<file path="src/rtl/core/bpq_pkg.sv">
// bpq_pkg: shared constants, codes and controller/datapath interface types
// for the bucket priority queue; no dependencies
package bpq_pkg;

	localparam int NUM_BUCKETS_DEF  = 16;
	localparam int BUCKET_DEPTH_DEF = 16;
	localparam int ENTRY_WIDTH_DEF  = 32;

	localparam int PRIO_W    = 8;
	localparam int ENTRY_W   = 32;
	localparam int S_TDATA_W = 40;   // priority_req, entry
	localparam int M_TDATA_W = 32;   // entry_out

	localparam int CFG_IDX_W  = 1;
	localparam int CFG_DATA_W = 5;
	localparam logic [CFG_IDX_W-1:0]  REG_BUCKETS_IN_USE  = 1'b0;
	localparam logic [CFG_IDX_W-1:0]  REG_BUCKET_CAPACITY = 1'b1;
	localparam logic [CFG_DATA_W-1:0] BUCKETS_IN_USE_RST  = 5'd16;
	localparam logic [CFG_DATA_W-1:0] BUCKET_CAPACITY_RST = 5'd16;

	typedef enum logic {
		OP_INSERT  = 1'b0,
		OP_EXTRACT = 1'b1
	} bpq_op_t;

	typedef enum logic [3:0] {
		ST_IDLE,
		ST_INS_FILL,
		ST_INS_SCAN,
		ST_INS_WRITE,
		ST_INS_OK,
		ST_EX_SCAN,
		ST_EX_POP,
		ST_EX_DATA,
		ST_FAIL
	} bpq_state_t;

	typedef struct packed {
		logic load;        // input beat taken
		logic fill_chk;    // latch fill count of the insert bucket
		logic ins_scan;    // duplicate search step
		logic ins_write;   // append entry, bump fill
		logic ex_scan;     // fill count search step
		logic ex_pop;      // drop fill, read top entry
		logic post;        // load output register
		logic post_ok;
		logic post_data;   // output word from store read data
	} bpq_cmd_t;

	typedef struct packed {
		logic is_extract;
		logic prio_ok;
		logic fill_full;
		logic dup;
		logic ins_done;
		logic ex_hit;
		logic ex_done;
		logic out_free;
	} bpq_sts_t;

endpackage

</file>
<file path="src/rtl/core/bpq_ctrl.sv">
// bpq_ctrl: sequencing state machine of the bucket priority queue
// depends on bpq_pkg for state, command and status types
module bpq_ctrl (
	input  logic              clk,
	input  logic              arst_n,
	input  logic              in_valid,
	output logic              in_ready,
	input  bpq_pkg::bpq_sts_t sts,
	output bpq_pkg::bpq_cmd_t cmd
);
	import bpq_pkg::*;

	bpq_state_t state_q, state_nxt;

	always_ff @(posedge clk or negedge arst_n) begin
		if (!arst_n) begin
			state_q <= ST_IDLE;
		end else begin
			state_q <= state_nxt;
		end
	end

	always_comb begin
		state_nxt = state_q;
		case (state_q)
			ST_IDLE: begin
				if (in_valid) begin
					if (sts.is_extract) begin
						state_nxt = ST_EX_SCAN;
					end else if (!sts.prio_ok) begin
						state_nxt = ST_FAIL;
					end else begin
						state_nxt = ST_INS_FILL;
					end
				end
			end
			ST_INS_FILL: begin
				state_nxt = sts.fill_full ? ST_FAIL : ST_INS_SCAN;
			end
			ST_INS_SCAN: begin
				if (sts.dup) begin
					state_nxt = ST_FAIL;
				end else if (sts.ins_done) begin
					state_nxt = ST_INS_WRITE;
				end
			end
			ST_INS_WRITE: state_nxt = ST_INS_OK;
			ST_EX_SCAN: begin
				if (sts.ex_hit) begin
					state_nxt = ST_EX_POP;
				end else if (sts.ex_done) begin
					state_nxt = ST_FAIL;
				end
			end
			ST_EX_POP: state_nxt = ST_EX_DATA;
			ST_INS_OK, ST_EX_DATA, ST_FAIL: begin
				if (sts.out_free) begin
					state_nxt = ST_IDLE;
				end
			end
			default: state_nxt = ST_IDLE;
		endcase
	end

	always_comb begin
		cmd      = '0;
		in_ready = 1'b0;
		case (state_q)
			ST_IDLE: begin
				in_ready = 1'b1;
				cmd.load = in_valid;
			end
			ST_INS_FILL:  cmd.fill_chk  = 1'b1;
			ST_INS_SCAN:  cmd.ins_scan  = 1'b1;
			ST_INS_WRITE: cmd.ins_write = 1'b1;
			ST_EX_SCAN:   cmd.ex_scan   = 1'b1;
			ST_EX_POP:    cmd.ex_pop    = 1'b1;
			ST_INS_OK: begin
				cmd.post    = sts.out_free;
				cmd.post_ok = 1'b1;
			end
			ST_EX_DATA: begin
				cmd.post      = sts.out_free;
				cmd.post_ok   = 1'b1;
				cmd.post_data = 1'b1;
			end
			ST_FAIL: cmd.post = sts.out_free;
			default: cmd = '0;
		endcase
	end

endmodule

</file>
<file path="config.mk">
export PLATFORM = sky130hd
export DESIGN_NAME = bpq_ctrl
export DESIGN_NICKNAME = d
export VERILOG_FILES = /design/src/rtl/core/bpq_pkg.sv /design/src/rtl/core/bpq_ctrl.sv
export SDC_FILE = /design/constraint.sdc
export NUM_CORES = 1
export LEC_CHECK = 0
export ABC_AREA = 0
export BUFFER_PORTS_ARGS = -buffer_cell sky130_fd_sc_hd__buf_4
export CORE_AREA = 8 8 45 47
export CTS_BUF_LIST = sky130_fd_sc_hd__clkbuf_4 sky130_fd_sc_hd__clkbuf_8
export DETAILED_ROUTE_END_ITERATION = 8
export DIE_AREA = 0 0 53 55
export MAX_ROUTING_LAYER = met4
export SLEW_MARGIN = 20
export SYNTH_ARGS = -nofsm -noshare
export SYNTH_HDL_FRONTEND = slang
export SYNTH_SLANG_ARGS = --single-unit
</file>
<file path="constraint.sdc">
create_clock -name clk -period 2.1 [get_ports clk]
set_input_delay 0.42 -clock clk [delete_from_list [all_inputs] [get_ports clk]]
set_output_delay 0.42 -clock clk [all_outputs]
set_load 0.01 [all_outputs]
</file>
==> flow_metrics.env, run 1 <==
export IMPL_multi_input_area_um2=359
export IMPL_drc=0
export IMPL_cts_sinks=4
export IMPL_clock_skew_ns=0.00417
export IMPL_ant_nets=0
export IMPL_worstPathArrival_ns=1.55
export IMPL_finalHoldViolCount=0
export IMPL_yosysSeqAreaShare_pct=20.2
export IMPL_grt_usage_pct=8.86
export IMPL_nNetsFinal=95
export IMPL_placement_io_buffers=20
export IMPL_layout_cells_non_filler=98
export IMPL_synthTopCellsByCount="nor2_1 (8), dfrtp_1 (4), inv_1 (4), nand2_1 (4), nor3_1 (4)"
export IMPL_regMostFlops="state_q"
export IMPL_relSlewSlack_pct=74.6
export IMPL_status="completed"
export IMPL_die_w_um=53
export IMPL_cts_tree="done"
export IMPL_grt_max_degree=12
export IMPL_ir_drop_mv=0.567
export IMPL_p_per_area_nw_per_um2=1320
export IMPL_hold_path_class="input port to asynchronous set/reset pin"
export IMPL_netlist_area_leader_share_pct=20.2
export IMPL_maxCapViolCount=0
export IMPL_wl_per_cell_um=12.9
export IMPL_die_area_um2=2920
export IMPL_clkTransAtPathRegs_ns=0.04
export IMPL_crit_type="flip-flop to output port"
export IMPL_overflow=0
export IMPL_grt_pass1_vias=471
export IMPL_fin_tns_setup_ns=0
export IMPL_drtPass1Iterations=4
export IMPL_fin_crit_ns=1.97
export IMPL_fillCellCount=130
export IMPL_top_regs="state_q (4)"
export IMPL_leakage_nw=0.349
export IMPL_grt_pass1_wl_mm=1.93
export IMPL_synth_most_common_cell="nor2_1"
export IMPL_slew_viol_final=0
export IMPL_synthCells=57
export IMPL_critPathCaptureType="output port"
export IMPL_layout_drive_gt1_share_pct=48.8
export IMPL_hpwl_mm=1.04
export IMPL_routabilityCongestion=0.778
export IMPL_synthesis_area_um2=495
export IMPL_syn_area_per_cell_um2=8.69
export IMPL_fmax_ghz=0.507
export IMPL_initial_core_util_pct=35.8
export IMPL_synth_cell_types=30
export IMPL_ys_ff_latch=4
export IMPL_dpl_cell_count=94
export IMPL_viasPerCell=5.03
export IMPL_synth_edf_count=0
export IMPL_drt_iter0_markers=10
export IMPL_synth_top_area_cell="dfrtp_1"
export IMPL_insertedDiodeCount=0
export IMPL_synth_flop_cell="dfrtp_1"
export IMPL_finalSetupViolCount=0
export IMPL_ys_warn_count=0
export IMPL_ctsRootBufferMaster="clkbuf_4"
export IMPL_required_ns=1.68
export IMPL_rsz0062_at_grt="false"
export IMPL_grt_antenna_before_repair=0
export IMPL_core_area_um2=1380
export IMPL_num_io_pins=21
export IMPL_clock_path_buffers=2
export IMPL_critPathLaunchType="flip-flop"
export IMPL_numCtsBuffers=3
export IMPL_syn_num_nets=68
export IMPL_worstMarginPinSlew_ns=0.381
export IMPL_synthArstFlopShare_pct=100
export IMPL_wl_mm=1.27
export IMPL_cp_max_fo=11
export IMPL_cts_htree_levels=1
export IMPL_ff_latch_area_um2=101
export IMPL_yosys_top_cells_area="dfrtp_1 (20%), mux2_4 (9.1%), nor2_1 (6.1%), a221oi_4 (5.3%), a211oi_1 (4.5%)"
export IMPL_die_h_um=55
export IMPL_largest_reg_flops=4
export IMPL_area_delta_synth_final_pct=44.4
export IMPL_vias=493
export IMPL_clk_latency_ns=0.24
export IMPL_post_route_period_util_pct=93.9
export IMPL_fp_row_count=14
## cell usage in the layout, fill, tap and decap left out, types with 2 or more instances in the layout
master and n:
buf_4 25, nor2_1 8, nand2_1 4, nor3_1 4, inv_1 4, nand2b_1 3
a211oi_1 3, mux2_4 3, clkbuf_4 3, dfrtp_1 3, and2_1 2
## worst max-delay path, stage by stage, from the launching register on
cell and delay, ns:
dfrtp_2 0.47, or2b_2 0.40, o2bb2ai_4 0.19, and2_1 0.14, buf_4 0.11
## worst paths after layout
kind                             from          to  slack [ns]  cells after the start
min                            arst_n  state_q[2]        0.51                      2
min reg2reg                state_q[3]  state_q[3]        0.64                      2
max reg2reg                state_q[1]  state_q[0]        0.34                      5
max                        state_q[3]      cmd[2]        0.13                      4
max in group asynchronous      arst_n  state_q[3]        1.48                      2
min in group clk               sts[0]  state_q[3]        0.62                      4
## cell type report
cell class,count,share of cell area (%)
clock buffer,3,3.15
inverter,4,2.10
multi-input combinational,45,50.2
sequential,4,14.2
tap,16,2.80
timing repair buffer,26,27.6
## metrics by stage
| step | hold WS (ns) | cell area (um2) | power (mW) | utilization [%] | setup slack [ns] |
|---|---|---|---|---|---|
| floorplan | 0.124 | 495 | 0.627 | - | 0.371 |
| global placement | 0.217 | 669 | 0.825 | 48.4 | 0.305 |
| detailed placement | 0.217 | 669 | 0.825 | 48.4 | 0.293 |
| CTS | 0.518 | 702 | 0.926 | 50.7 | 0.0394 |
| global route | 0.510 | 716 | 1.02 | 51.7 | 0.0499 |
| finish | 0.511 | 716 | 0.944 | 51.7 | 0.127 |
## repair_timing
action | 4_1_cts | 5_1_grt
endpoints found under the hold margin | 4 | 0
resized for setup | 0 | 2
endpoints found under the setup margin | 0 | 1
buffers inserted | 0 | 0
hold buffers | 1 | 0
## power by group
part | internal, mW | leakage (nW) | switching [mW]
clock network | 0.0639 | 0.0138 | 0.0314
logic | 0.378 | 0.285 | 0.309
registers | 0.110 | 0.0504 | 0.0520
total | 0.552 | 0.349 | 0.392
## metal layers
layer	up-vias	GRT usage, %	share of wire [%]
met1	229	9.63	41
met4	0	5.17	1.5
met2	13	14.8	52
li1	249	-	-
met5	-	-	0
met3	2	1.60	5.6
## kinds of logic after synthesis
| kind of cell | synth area share [%] |
|---|---|
| AO/OA/AOI/OAI | 22.2 |
| XOR/XNOR | 1.77 |
| buffers and inverters | 9.85 |
| flip-flops | 20.2 |
| multiplexers | 13.4 |
| AND/OR/NAND/NOR | 32.6 |
Power figures use the tool's default switching activity.
==> run 2, diff against run 1 <==
Settings changed: CAP_MARGIN from default to 0, GPL_TIMING_DRIVEN from default to 0.
==> run 2 against run 1 <==
Final cell count decreased by 1.0%. Sequential cell count unchanged. First-iteration DRC count shrank 50%. Sequential power down 15%. Critical path depth grew 1. Sequential share of layout area down 0.20 points. Wire length rose by 10%. Critical path type unchanged.
==> flow_metrics.env, run 2 (synthesis gave the netlist of run 1 again) <==
export IMPL_worstSetupStartpoint="state_q[3]"
export IMPL_core_area_um2=1380
export IMPL_seq_power_share_pct=14.5
export IMPL_area_delta_synth_final_pct=44.7
export IMPL_initial_core_util_pct=35.8
export IMPL_slowest_stage="dfrtp_1"
export IMPL_crit_cells=5
export IMPL_layout_drive_gt1_share_pct=46.9
export IMPL_placed_area_um2=666
export IMPL_critPathTopFamily="simple AND/OR/NAND/NOR gates"
export IMPL_crit_type="flip-flop to output port"
export IMPL_ff2ff_setup_slack_ns=0.33
export IMPL_worstMarginPinSlew_ns=0.463
export IMPL_relSlewSlack_pct=68.9
export IMPL_cp_endpoint="cmd[2]"
export IMPL_drc=0
export IMPL_vias=484
export IMPL_largest_reg_flops=4
export IMPL_cp_max_fo=10
export IMPL_rr_endpoint="state_q[1]"
export IMPL_drtPass1Iterations=2
export IMPL_final_cell_mix="buf_4 (21), nor2_1 (8)"
export IMPL_status="completed"
export IMPL_p_int_mw=0.538
export IMPL_grt_antenna_before_repair=0
export IMPL_grtUsageMet1_pct=9.91
export IMPL_leakage_nw=0.344
export IMPL_cts_htree_levels=1
export IMPL_finalSetupViolCount=0
export IMPL_numCtsBuffers=3
export IMPL_post_route_period_util_pct=96.8
export IMPL_hpwl_mm=1.04
export IMPL_required_ns=1.68
export IMPL_top_usage_layer="met2"
export IMPL_sw_frac_of_total_pct=43.3
export IMPL_clkPwrFrac_pct=10.0
export IMPL_ir_drop_mv=0.619
export IMPL_clk_latency_ns=0.23
export IMPL_worst_hold_slack_ns=0.521
export IMPL_fin_area_um2=717
export IMPL_crit_buf_inv=2
export IMPL_drt_iter0_markers=5
export IMPL_grt_max_degree=11
export IMPL_grt_pass1_vias=486
export IMPL_cts_tree="done"
export IMPL_routabilityCongestion=0.796
export IMPL_slowest_delay_ns=0.39
export IMPL_ff_latch_area_um2=100
export IMPL_insertedDiodeCount=0
export IMPL_fin_crit_ns=2.03
export IMPL_num_io_pins=21
export IMPL_grt_usage_pct=9.92
export IMPL_finalHoldViolCount=0
export IMPL_power_switching_mw=0.411
export IMPL_die_area_um2=2920
export IMPL_hold_path_class="input port to asynchronous set/reset pin"
export IMPL_die_w_um=53
export IMPL_die_h_um=55
export IMPL_ant_nets=0
export IMPL_maxCapViolCount=0
export IMPL_fillCellCount=140
export IMPL_top_regs="state_q (4)"
export IMPL_path_cells="buf_6 > or2b_2 > o2bb2ai_4 > and2_1 > buf_4"
export IMPL_worstPathArrival_ns=1.61
export IMPL_critPathLaunchType="flip-flop"
export IMPL_met3_usage_pct=2.41
export IMPL_regMostFlops="state_q"
export IMPL_r2r_start="state_q[3]"
export IMPL_fp_row_count=14
export IMPL_slew_viol_final=0
export IMPL_clock_path_buffers=2
export IMPL_critPathCaptureType="output port"
export IMPL_use_met2_pct=17.0
export IMPL_viasPerCell=4.99
export IMPL_fmax_ghz=0.492
export IMPL_clock_skew_ns=0.00165
export IMPL_ctsRootBufferMaster="clkbuf_4"
export IMPL_p_per_area_nw_per_um2=1320
export IMPL_cts_sinks=4
export IMPL_final_common_cell="buf_4"
export IMPL_wl_per_cell_um=14.4
export IMPL_nNetsFinal=94
export IMPL_wl_mm=1.40
export IMPL_grt_pass1_wl_mm=2.09
export IMPL_placement_io_buffers=20
export IMPL_rr_worst_depth=5
export IMPL_p_comb_share_pct=75.5
export IMPL_overflow=0
export IMPL_multi_input_area_um2=365
export IMPL_clkTransAtPathRegs_ns=0.04
run 2: cell count changes in the layout (fill, tap and decap cells not counted), sizes merged:
cell / change
buf: -2
clkbuf: +1
run 2: worst min-delay path by stage:
stage | startpoint | end | slack [ns] | depth (start not counted)
after floorplan | arst_n | state_q[0] | 0.12 | 0
after global placement | arst_n | state_q[0] | 0.22 | 1
after detailed placement | arst_n | state_q[1] | 0.22 | 1
after CTS | arst_n | state_q[0] | 0.52 | 2
after global routing | arst_n | state_q[1] | 0.53 | 2
final | arst_n | state_q[0] | 0.52 | 2
run 2: layout make-up:
class                      instances  area share (%)
clock buffer                       3            3.14
timing repair buffer              21            22.3
inverter                           4            2.09
sequential                         4            14.0
buffer                             4            4.71
multi-input combinational         45            51.0
tap                               16            2.79
run 2: metal layers:
metal / up-vias / wire, um
met5: - / 0
met1: 218 / 538
met4: 0 / 19
met2: 13 / 739
met3: 2 / 103
li1: 251 / -
run 2: repair_timing:
item / in CTS / in global routing
endpoints found under the hold margin: 4 / 0
hold buffers: 1 / 0
buffers inserted: 0 / 0
gates resized for setup: 0 / 2
setup endpoints to repair: 0 / 2
run 2: worst register-to-register path: stages (launching register included):
cell and delay, ns:
dfrtp_1 0.39, buf_6 0.15, xor2_1 0.19, o2bb2ai_4 0.15, a221oi_4 0.44, mux2_4 0.34
run 2: power groups by stage:
stage	combinational [mW]	clock (mW)	sequential, mW
global route	0.776	0.102	0.141
CTS	0.684	0.0968	0.132
floorplan	0.499	0	0.128
finish	0.717	0.0947	0.138
global placement	0.675	0	0.134
detailed placement	0.678	0	0.133
run 2: per-stage QoR:
stage                     TNS (ns)  total power [mW]  utilization [%]  std cells  setup WS, ns
after global routing      -0.00775              1.02             51.8         97      -0.00775
after detailed placement         0             0.811             48.1         93         0.299
after floorplan                  0             0.627                -         57         0.371
final                            0             0.949             51.8         97        0.0678
after global placement           0             0.808             48.1         93         0.306
after CTS                        0             0.913             50.5         97        0.0498
==> run 3, diff against run 2 <==
Settings changed: RECOVER_POWER from default to 50.
==> run 3 against run 2 <==
Sequential power about the same. Clock skew hardly changed. Count of clock-buffer cells in the layout unchanged. Highest routed layer unchanged. Largest power group unchanged. Global-route usage unchanged.
==> flow_metrics.env, run 3 (synthesis gave the netlist of run 1 again) <==
export IMPL_area_delta_synth_final_pct=40.2
export IMPL_fp_row_count=14
export IMPL_grt_usage_pct=9.92
export IMPL_seq_power_share_pct=14.9
export IMPL_top_regs="state_q (4)"
export IMPL_final_cell_mix="buf_4 (18), nor2_1 (8)"
export IMPL_largest_reg_flops=4
export IMPL_p_per_area_nw_per_um2=1330
export IMPL_cts_sinks=4
export IMPL_routabilityCongestion=0.796
export IMPL_fin_crit_ns=2.01
export IMPL_clkTransAtPathRegs_ns=0.04
export IMPL_postCtsSetupRepairBufs=0
export IMPL_insertedDiodeCount=0
export IMPL_required_ns=1.68
export IMPL_finalSetupViolCount=0
export IMPL_fillCellCount=148
export IMPL_status="completed"
export IMPL_wl_mm=1.41
export IMPL_worst_hold_slack_ns=0.550
export IMPL_die_h_um=55
export IMPL_drc=0
export IMPL_viasPerCell=4.99
export IMPL_p_comb_share_pct=74.9
export IMPL_num_io_pins=21
export IMPL_maxCapViolCount=0
export IMPL_worstPathArrival_ns=1.59
export IMPL_clock_path_buffers=2
export IMPL_grt_pass1_wl_mm=2.09
export IMPL_hpwl_mm=1.04
export IMPL_worstMarginPinSlew_ns=0.570
export IMPL_core_area_um2=1380
export IMPL_fmax_ghz=0.498
export IMPL_post_route_period_util_pct=95.7
export IMPL_cts_tree="done"
export IMPL_worstSetupStartpoint="state_q[3]"
export IMPL_grt_antenna_before_repair=0
export IMPL_overflow=0
export IMPL_sw_frac_of_total_pct=43.5
export IMPL_layout_drive_gt1_share_pct=43.2
export IMPL_die_area_um2=2920
export IMPL_final_common_cell="buf_4"
export IMPL_grt_pass1_vias=486
export IMPL_regMostFlops="state_q"
export IMPL_drtPass1Iterations=2
export IMPL_vias=484
export IMPL_leakage_nw=0.331
export IMPL_ff2ff_setup_slack_ns=0.22
export IMPL_layout_setup_ws_ns=0.0906
export IMPL_placement_io_buffers=20
export IMPL_cts_htree_levels=1
export IMPL_critPathCaptureType="output port"
export IMPL_numCtsBuffers=3
export IMPL_r2r_start="state_q[3]"
export IMPL_rr_endpoint="state_q[1]"
export IMPL_grt_max_degree=11
export IMPL_initial_core_util_pct=35.8
export IMPL_clock_skew_ns=0.00165
export IMPL_power_switching_mw=0.402
export IMPL_relSlewSlack_pct=62.0
export IMPL_ir_drop_mv=0.619
export IMPL_dp_slack_ns=0.299
export IMPL_ctsRootBufferMaster="clkbuf_4"
export IMPL_wl_per_cell_um=14.5
export IMPL_critPathLaunchType="flip-flop"
export IMPL_finalHoldViolCount=0
export IMPL_cp_max_fo=10
export IMPL_die_w_um=53
export IMPL_ant_nets=0
export IMPL_p_int_mw=0.522
export IMPL_rr_worst_depth=5
export IMPL_drt_iter0_markers=5
export IMPL_nNetsFinal=94
export IMPL_clkPwrFrac_pct=10.3
export IMPL_rsz0062_at_grt="false"
export IMPL_crit_type="flip-flop to output port"
export IMPL_clk_latency_ns=0.23
export IMPL_fin_tns_setup_ns=0
export IMPL_hold_path_class="input port to asynchronous set/reset pin"
export IMPL_slew_viol_final=0
run 3: cell types whose count changed in the layout (fill, tap and decap cells not counted):
cell,delta
a221oi_2,+1
a221oi_4,-1
clkbuf_1,+3
buf_4,-3
run 3: worst max path at each step:
stage	cells after the start	end
after floorplan	4	state_q[2]
after global routing	5	cmd[2]
after detailed placement	5	cmd[2]
final	5	cmd[2]
after global placement	5	cmd[2]
after CTS	5	cmd[2]
run 3: cell type report:
cell class | instances | area [um2] | area share, %
buffer | 4 | 33.8 | 4.86
clock buffer | 3 | 22.5 | 3.24
inverter | 4 | 15.0 | 2.16
multi-input combinational | 45 | 354 | 51.0
sequential | 4 | 100 | 14.4
tap | 16 | 20.0 | 2.88
timing repair buffer | 21 | 149 | 21.4
run 3: worst max-delay path, stage by stage (launching register included):
cell and delay (ns):
dfrtp_1 0.39, buf_6 0.15, or2b_2 0.38, o2bb2ai_4 0.19, and2_1 0.14, buf_4 0.11
run 3: what timing repair did:
item                                    in CTS  in global routing
gates resized for setup                      0                  2
endpoints found under the hold margin        4                  0
hold buffers                                 1                  0
endpoints found under the setup margin       0                  2
run 3: through the flow:
| stage | utilization, % | cell area (um2) | total power [mW] | instances |
|---|---|---|---|---|
| floorplan | - | 495 | 0.627 | 57 |
| global placement | 48.1 | 666 | 0.808 | 93 |
| detailed placement | 48.1 | 666 | 0.811 | 93 |
| CTS | 50.5 | 698 | 0.913 | 97 |
| global route | 50.2 | 694 | 0.992 | 97 |
| finish | 50.2 | 694 | 0.924 | 97 |
run 3: power by group through the flow:
stage	Combinational (mW)	Clock, mW	Sequential (mW)
after CTS	0.684	0.0968	0.132
after floorplan	0.499	0	0.128
after global placement	0.675	0	0.134
after detailed placement	0.678	0	0.133
after global routing	0.750	0.102	0.141
final	0.691	0.0947	0.137
run 3: metal layers:
metal | track usage [%] | up-vias | share of wire [%]
met5 | - | - | 0
met4 | 6.47 | 0 | 1.4
met3 | 2.41 | 2 | 7.5
met2 | 17.0 | 13 | 52
met1 | 9.91 | 218 | 39
li1 | - | 251 | -
